### src/hdl/websocket_frame_deframer_assert.svh
// assertion macros shared by the deframer modules
`ifndef WEBSOCKET_FRAME_DEFRAMER_ASSERT_SVH
`define WEBSOCKET_FRAME_DEFRAMER_ASSERT_SVH

// same-cycle implication, checked outside reset
`define WSFD_ASSERT_NOW(label, ante, cons, msg) \
   label: assert property (@(posedge clock) disable iff (reset) (ante) |-> (cons)) \
      else $error(msg);

// next-cycle implication, checked outside reset
`define WSFD_ASSERT_NEXT(label, ante, cons, msg) \
   label: assert property (@(posedge clock) disable iff (reset) (ante) |=> (cons)) \
      else $error(msg);

`endif

### src/hdl/wsfd_pkg.sv
`timescale 1ns / 1ps

package wsfd_pkg;

   typedef enum logic [5:0] {
      PH_HDR0    = 6'b000001,
      PH_HDR1    = 6'b000010,
      PH_EXT     = 6'b000100,
      PH_MASK    = 6'b001000,
      PH_PAYLOAD = 6'b010000,
      PH_STOP    = 6'b100000
   } phase_type;

   localparam logic [3:0] OPC_TEXT  = 4'h1;
   localparam logic [3:0] OPC_CLOSE = 4'h8;
   localparam logic [3:0] OPC_PING  = 4'h9;

   localparam logic [1:0] KIND_TEXT  = 2'd0;
   localparam logic [1:0] KIND_PING  = 2'd1;
   localparam logic [1:0] KIND_CLOSE = 2'd2;

   localparam logic [6:0] LEN_EXT16 = 7'd126;
   localparam logic [6:0] LEN_EXT64 = 7'd127;

   typedef struct packed {
      logic [7:0] data_byte;
      logic       byte_valid;
      logic [1:0] frame_kind;
      logic       frame_end;
   } result_type;

endpackage

### src/hdl/websocket_frame_deframer.sv
`timescale 1ns / 1ps

// websocket frame deframer
// req channel: one received stream byte per transaction on req_rx_byte.
// rsp channel: one transaction per payload byte of a text or ping frame,
//   one per empty text or ping frame, and one close event at the end of a
//   close frame; other opcodes and header bytes give no transaction.
// a byte is taken in every cycle req_valid is high while req_ready is high;
// its result is written into the result buffer and shows on rsp_* from there.
// throughput is one byte per cycle while req_ready is high, set by the
// header/payload decision and 64-bit length down-counter in the parser.
// a two-entry result buffer sits before the rsp ports: while rsp_ready is
// low the block keeps taking bytes until both entries hold results, then
// req_ready drops until the receiver takes one.
// after a close event the parser ignores all further bytes until reset.
// reset (synchronous, active high) empties the buffer and returns the parser
// to expect the first header byte of a frame.
module websocket_frame_deframer (
   input  logic       clock,
   input  logic       reset,
   input  logic       req_valid,
   output logic       req_ready,
   input  logic [7:0] req_rx_byte,
   output logic       rsp_valid,
   input  logic       rsp_ready,
   output logic [7:0] rsp_data_byte,
   output logic       rsp_byte_valid,
   output logic [1:0] rsp_frame_kind,
   output logic       rsp_frame_end
);
   import wsfd_pkg::*;

   logic       accept;
   logic       has_result;
   result_type result;
   result_type out_data;

   assign accept = req_valid && req_ready;

   wsfd_parser u_parser (
      .clock      (clock),
      .reset      (reset),
      .accept     (accept),
      .rx_byte    (req_rx_byte),
      .has_result (has_result),
      .result     (result)
   );

   wsfd_out_buf u_out_buf (
      .clock     (clock),
      .reset     (reset),
      .push      (has_result),
      .push_data (result),
      .space     (req_ready),
      .out_valid (rsp_valid),
      .out_ready (rsp_ready),
      .out_data  (out_data)
   );

   assign rsp_data_byte  = out_data.data_byte;
   assign rsp_byte_valid = out_data.byte_valid;
   assign rsp_frame_kind = out_data.frame_kind;
   assign rsp_frame_end  = out_data.frame_end;

endmodule

### src/hdl/wsfd_parser.sv
`timescale 1ns / 1ps

module wsfd_parser (
   input  logic                 clock,
   input  logic                 reset,
   input  logic                 accept,
   input  logic [7:0]           rx_byte,
   output logic                 has_result,
   output wsfd_pkg::result_type result
);
   import wsfd_pkg::*;

   `include "websocket_frame_deframer_assert.svh"

   phase_type   phase_ff, phase_in;
   logic [3:0]  opcode_ff, opcode_in;
   logic        mask_ff, mask_in;
   logic [2:0]  ext_left_ff, ext_left_in;
   logic [63:0] remaining_ff, remaining_in;
   logic [31:0] key_ff, key_in;
   logic [1:0]  pos_ff, pos_in;

   logic        len_known;
   logic        empty_done;
   logic        last;
   logic [6:0]  len7;
   logic [7:0]  key_byte;

   assign len7 = rx_byte[6:0];

   always_comb begin
      case (pos_ff)
         2'd0:    key_byte = key_ff[31:24];
         2'd1:    key_byte = key_ff[23:16];
         2'd2:    key_byte = key_ff[15:8];
         default: key_byte = key_ff[7:0];
      endcase
   end

   always_comb begin
      phase_in     = phase_ff;
      opcode_in    = opcode_ff;
      mask_in      = mask_ff;
      ext_left_in  = ext_left_ff;
      remaining_in = remaining_ff;
      key_in       = key_ff;
      pos_in       = pos_ff;
      len_known    = 1'b0;
      empty_done   = 1'b0;
      last         = 1'b0;
      has_result   = 1'b0;
      result       = '0;
      if (accept) begin
         case (phase_ff)
            PH_HDR0: begin
               opcode_in = rx_byte[3:0];
               phase_in  = PH_HDR1;
            end
            PH_HDR1: begin
               mask_in = rx_byte[7];
               if (len7 == LEN_EXT16 || len7 == LEN_EXT64) begin
                  ext_left_in  = (len7 == LEN_EXT16) ? 3'd1 : 3'd7;
                  remaining_in = '0;
                  phase_in     = PH_EXT;
               end else begin
                  remaining_in = {57'd0, len7};
                  len_known    = 1'b1;
               end
            end
            PH_EXT: begin
               remaining_in = {remaining_ff[55:0], rx_byte};
               if (ext_left_ff == 3'd0) begin
                  len_known = 1'b1;
               end else begin
                  ext_left_in = ext_left_ff - 3'd1;
               end
            end
            PH_MASK: begin
               key_in = {key_ff[23:0], rx_byte};
               pos_in = pos_ff + 2'd1;
               if (pos_in == 2'd0) begin
                  if (remaining_ff == 64'd0) begin
                     empty_done = 1'b1;
                  end else begin
                     phase_in = PH_PAYLOAD;
                  end
               end
            end
            PH_PAYLOAD: begin
               pos_in       = pos_ff + 2'd1;
               remaining_in = remaining_ff - 64'd1;
               last         = (remaining_ff == 64'd1);
               if (last) begin
                  phase_in = PH_HDR0;
               end
               result.data_byte  = rx_byte ^ (mask_ff ? key_byte : 8'd0);
               result.byte_valid = 1'b1;
               result.frame_end  = last;
               if (opcode_ff == OPC_TEXT) begin
                  has_result        = 1'b1;
                  result.frame_kind = KIND_TEXT;
               end else if (opcode_ff == OPC_PING) begin
                  has_result        = 1'b1;
                  result.frame_kind = KIND_PING;
               end else if (opcode_ff == OPC_CLOSE && last) begin
                  has_result = 1'b1;
                  phase_in   = PH_STOP;
                  result     = '{data_byte: 8'd0, byte_valid: 1'b0,
                                 frame_kind: KIND_CLOSE, frame_end: 1'b1};
               end else begin
                  result = '0;
               end
            end
            PH_STOP: begin
               phase_in = PH_STOP;
            end
            default: begin
               phase_in = PH_STOP;
            end
         endcase

         if (len_known) begin
            key_in = '0;
            pos_in = '0;
            if (mask_in) begin
               phase_in = PH_MASK;
            end else if (remaining_in == 64'd0) begin
               empty_done = 1'b1;
            end else begin
               phase_in = PH_PAYLOAD;
            end
         end

         if (empty_done) begin
            phase_in          = PH_HDR0;
            result.data_byte  = 8'd0;
            result.byte_valid = 1'b0;
            result.frame_end  = 1'b1;
            if (opcode_ff == OPC_TEXT) begin
               has_result        = 1'b1;
               result.frame_kind = KIND_TEXT;
            end else if (opcode_ff == OPC_PING) begin
               has_result        = 1'b1;
               result.frame_kind = KIND_PING;
            end else if (opcode_ff == OPC_CLOSE) begin
               has_result        = 1'b1;
               result.frame_kind = KIND_CLOSE;
               phase_in          = PH_STOP;
            end
         end
      end
   end

   always_ff @(posedge clock) begin
      if (reset) begin
         phase_ff     <= PH_HDR0;
         opcode_ff    <= '0;
         mask_ff      <= 1'b0;
         ext_left_ff  <= '0;
         remaining_ff <= '0;
         key_ff       <= '0;
         pos_ff       <= '0;
      end else begin
         phase_ff     <= phase_in;
         opcode_ff    <= opcode_in;
         mask_ff      <= mask_in;
         ext_left_ff  <= ext_left_in;
         remaining_ff <= remaining_in;
         key_ff       <= key_in;
         pos_ff       <= pos_in;
      end
   end

   `WSFD_ASSERT_NOW(a_stop_silent, accept && phase_ff == PH_STOP, !has_result,
      "stopped parser produced a result")
   `WSFD_ASSERT_NEXT(a_close_stops, has_result && result.frame_kind == KIND_CLOSE,
      phase_ff == PH_STOP, "close event did not stop the parser")
   `WSFD_ASSERT_NOW(a_empty_ends, has_result && !result.byte_valid,
      result.frame_end && result.data_byte == 8'd0, "byteless result not at frame end")

endmodule

### src/hdl/wsfd_out_buf.sv
`timescale 1ns / 1ps

module wsfd_out_buf (
   input  logic                 clock,
   input  logic                 reset,
   input  logic                 push,
   input  wsfd_pkg::result_type push_data,
   output logic                 space,
   output logic                 out_valid,
   input  logic                 out_ready,
   output wsfd_pkg::result_type out_data
);
   import wsfd_pkg::*;

   `include "websocket_frame_deframer_assert.svh"

   result_type entry_ff [2];
   logic       wr_ptr_ff;
   logic       rd_ptr_ff;
   logic [1:0] count_ff, count_in;
   logic       pop;

   assign space     = (count_ff != 2'd2);
   assign out_valid = (count_ff != 2'd0);
   assign out_data  = entry_ff[rd_ptr_ff];
   assign pop       = out_valid && out_ready;

   always_comb begin
      count_in = count_ff;
      if (push && !pop) begin
         count_in = count_ff + 2'd1;
      end else if (pop && !push) begin
         count_in = count_ff - 2'd1;
      end
   end

   always_ff @(posedge clock) begin
      if (push) begin
         entry_ff[wr_ptr_ff] <= push_data;
      end
   end

   always_ff @(posedge clock) begin
      if (reset) begin
         wr_ptr_ff <= 1'b0;
         rd_ptr_ff <= 1'b0;
         count_ff  <= '0;
      end else begin
         if (push) begin
            wr_ptr_ff <= ~wr_ptr_ff;
         end
         if (pop) begin
            rd_ptr_ff <= ~rd_ptr_ff;
         end
         count_ff <= count_in;
      end
   end

   `WSFD_ASSERT_NOW(a_no_overflow, push, space || pop, "result pushed into full buffer")
   `WSFD_ASSERT_NOW(a_ptr_count, 1'b1,
      (count_ff == 2'd1) == (wr_ptr_ff != rd_ptr_ff), "pointers disagree with count")

endmodule

### config.mk
export PLATFORM = sky130hd
export DESIGN_NAME = websocket_frame_deframer
export DESIGN_NICKNAME = d
export VERILOG_FILES = /design/src/hdl/wsfd_pkg.sv /design/src/hdl/websocket_frame_deframer.sv /design/src/hdl/wsfd_parser.sv /design/src/hdl/wsfd_out_buf.sv
export VERILOG_INCLUDE_DIRS = /design/src /design/src/hdl
export SDC_FILE = /design/constraint.sdc
export NUM_CORES = 1
export LEC_CHECK = 0
export BUFFER_PORTS_ARGS = -buffer_cell sky130_fd_sc_hd__buf_2
export CORE_UTILIZATION = 45
export CTS_BUF_LIST = sky130_fd_sc_hd__clkbuf_8
export CTS_CLUSTER_SIZE = 10
export DETAILED_ROUTE_END_ITERATION = 12
export HOLD_SLACK_MARGIN = 0.02
export PLACE_DENSITY = 0.68
export SLEW_MARGIN = 20
export SYNTH_ARGS = -nofsm -noshare
export SYNTH_HDL_FRONTEND = slang
export SYNTH_SLANG_ARGS = --single-unit
### constraint.sdc
create_clock -name clock -period 4.6 [get_ports clock]
set_clock_uncertainty 0.05 [all_clocks]
set_input_delay 0.23 -clock clock [delete_from_list [all_inputs] [get_ports clock]]
set_output_delay 0.23 -clock clock [all_outputs]
set_load 0.005 [all_outputs]
==> results.cfg <==
[floorplan]
die_w_um = 141
initial_core_util_pct = 46.3
coreArea_um2 = 18900
design.die.area_um2 = 20000
io_pins = 26
die_h_um = 141
placementRows = 50

[yosys]
syn-cell-area_um2 = 8740
yosysSeqAreaShare_pct = 35.1
postSynthAreaPerCell_um2 = 7.63
async_flop_share_pct = 0
yosys_warnings = 0
synth_area_leaders = dfxtp_1 (27%), edfxtp_1 (8.2%), nor2_1 (6.5%), nand2_1 (5.9%), a21oi_1 (4.0%)
ys_ff_latch = 141
netlist_instances = 1145
synth_top_area_share_pct = 26.8
postSynthNetCount = 1167
synth_edf_count = 24
synthMostInstantiatedCell = nor2_1
ys.flop_type = dfxtp_1
yosys-top-cells-count = nor2_1 (151), nand2_1 (137), dfxtp_1 (117)
synth_cell_types = 69
post-synth-top-area-cell = dfxtp_1

[final_layout]
drive_gt1_share_pct = 16.0
utilization_pct = 52.3
syn_to_final_growth_pct = 13.1
antenna-diode-count = 0
layout.nets = 1189

[worst_setup_path]
cp-start-kind = register
critPathLaunch = u_parser.remaining_ff[0]$_SDFFE_PP0P_
path_delay_family = simple AND/OR/NAND/NOR gates
rr_startpoint = u_parser.remaining_ff[0]$_SDFFE_PP0P_
cp_slowest_stage_delay_ns = 0.58
crit_required_ns = 4.93
crit_arrival_ns = 4.75
slowest_stage = dfxtp_1
cp_max_fo = 10
critical_path_class = reg2reg
worstSetupEndpointType = register
path_cells = inv_1 > ha_1 > nor3b_1 > nand2_1 > buf_4 > nor4_1 > a221oi_1 > nand4_1 > or4_1 > nor4_1 > nand4_1 > nor2_2 > o21ai_2 > inv_2 > ha_1 > or3_1 > a21oi_1
crit_buf_inv = 3

[cts]
insertion_delay_ns = 0.47
cts_max_level = 4
clockBufferDepth = 2
root_buffer = clkbuf_8
cts_buffers = 17
cts_tree = built
clk_pin_slew_worst_paths_ns = 0.10
cts.sinks = 141

[sta]
fin_hold_ws_ns = 0.0497
fin_setup_tns_ns = 0
max_freq_mhz = 226
relSlewSlack_pct = 44.4
finalSetupViolations = 0
period_share_pct = 96.1
report.final.slew_viol_count = 0
rsz0062_at_grt = false
final.min_clock_period_ns = 4.42
hold_violations = 0
worst_pin_slew_ns = 0.834

[detailed_routing]
detail-route-antenna-nets = 0
drc_errors = 0
vias = 9170
wl_per_cell_um = 20.3
via_per_inst = 6.37
drt_iter0_drc = 1111
dr.pass1.iters = 6
routed_wl_um = 29200

[power_and_ir_drop]
p_leak_nw = 3.69
power.density_nw_per_um2 = 286
irDropWorstVdd_mv = 0.172

[global_route]
antenna_found_initial = 0
grt_pass1_wl_um = 46400
grt_usage_pct = 29.8
grt_overflow_total = 0
first_global_vias = 8403
grt_max_degree = 77

[min_path]
holdCritStartpoint = req_rx_byte[7]
hold_class = in2reg

[placed_design]
gp_congestion = 0.998
dpl.hpwl_um = 20200
portBuffers = 25

[run_status]
status = finished, final reports clean

[run]
cap_violations = 0
power breakdown:
part	total [mW]	switching [mW]	internal [mW]
clock	1.03	0.619	0.415
combinational	0.471	0.302	0.169
sequential	1.33	0.0481	1.28
total	2.83	0.969	1.86
per-layer routing:
| metal | track usage [%] | wire length, um | vias to the layer above |
|---|---|---|---|
| met4 | 12.0 | 997 | 0 |
| met3 | 6.24 | 2790 | 91 |
| li1 | - | - | 4270 |
| met2 | 45.0 | 12600 | 526 |
| met1 | 41.2 | 12800 | 4283 |
| met5 | 0 | 0 | - |
path summary, 6_finish.rpt:
path         slack (ns)  depth (start not counted)                              endpoint
max                0.18                         17    u_out_buf.count_ff[1]$_SDFFE_PP0P_
min                0.05                          3       u_parser.key_ff[7]$_SDFFE_PP0P_
max reg2reg        0.18                         17    u_out_buf.count_ff[1]$_SDFFE_PP0P_
min reg2reg        0.41                          2  u_parser.ext_left_ff[1]$_SDFFE_PP0P_
per-stage QoR:
step	setup WS [ns]	instances	total power [mW]	instance area [um^2]
floorplan	0.130	1145	1.63	8740
global placement	0.329	1405	1.80	9420
detailed placement	0.268	1405	1.80	9420
CTS	0.196	1438	2.82	9840
global route	0.0269	1440	2.94	9890
finish	0.180	1440	2.83	9890
cell usage in the layout (no fill, tap or decap), drive strengths merged, types with 34 or more instances in the layout:
cell type,synthesis,routed
nor2,160,160
nand2,138,138
dfxtp,117,117
buf,19,107
a21oi,69,69
o21ai,60,60
nor3,54,54
nor4,40,40
a22oi,39,39
a211oi,34,34
worst register-to-register path, delay by kind of cell (launching register included):
kind,cells,cell delay [ns]
compound gates,3,0.74
simple gates,9,2.13
buf+inv,3,0.36
fa+ha+maj,2,0.47
flops,1,0.58
state kept, by name (all words and copies together) (netlist names), named ones only:
name and count:
u_parser.opcode_ff 4, u_parser.key_ff 32, u_out_buf.count_ff 2, u_parser.phase_ff 6, u_out_buf.rd_ptr_ff 1, u_parser.ext_left_ff 3, u_parser.mask_ff 1, u_out_buf.wr_ptr_ff 1
u_out_buf.entry_ff 24, u_parser.pos_ff 2, u_parser.remaining_ff 64
final cells by class:
| cell class | instances | area (um^2) |
|---|---|---|
| Inverter | 16 | 60.1 |
| Sequential cell | 141 | 3060 |
| Fill cell | 1850 | 9010 |
| Multi-Input combinational cell | 883 | 5240 |
| Clock buffer | 17 | 234 |
| Clock inverter | 15 | 170 |
| Timing Repair Buffer | 108 | 798 |
| Tap cell | 260 | 325 |
cell families after synthesis:
group / count (synthesis) / synth area share, %
and+or+nand+nor: 525 / 29.5
AOI/OAI and AO/OA: 297 / 22.9
DFF: 141 / 35.1
buffers and inverters: 121 / 5.46
xor gates and xnor gates: 26 / 2.61
muxes: 25 / 3.05
adders and majority gates: 10 / 1.43
timing repair:
action	4_1_cts	5_1_grt
endpoints found under the setup margin	0	1
endpoints found under the hold margin	1	0
resized for setup	0	4
hold buffers	1	0
buffers inserted	0	1
No activity file was read; power rests on OpenSTA's default activity.
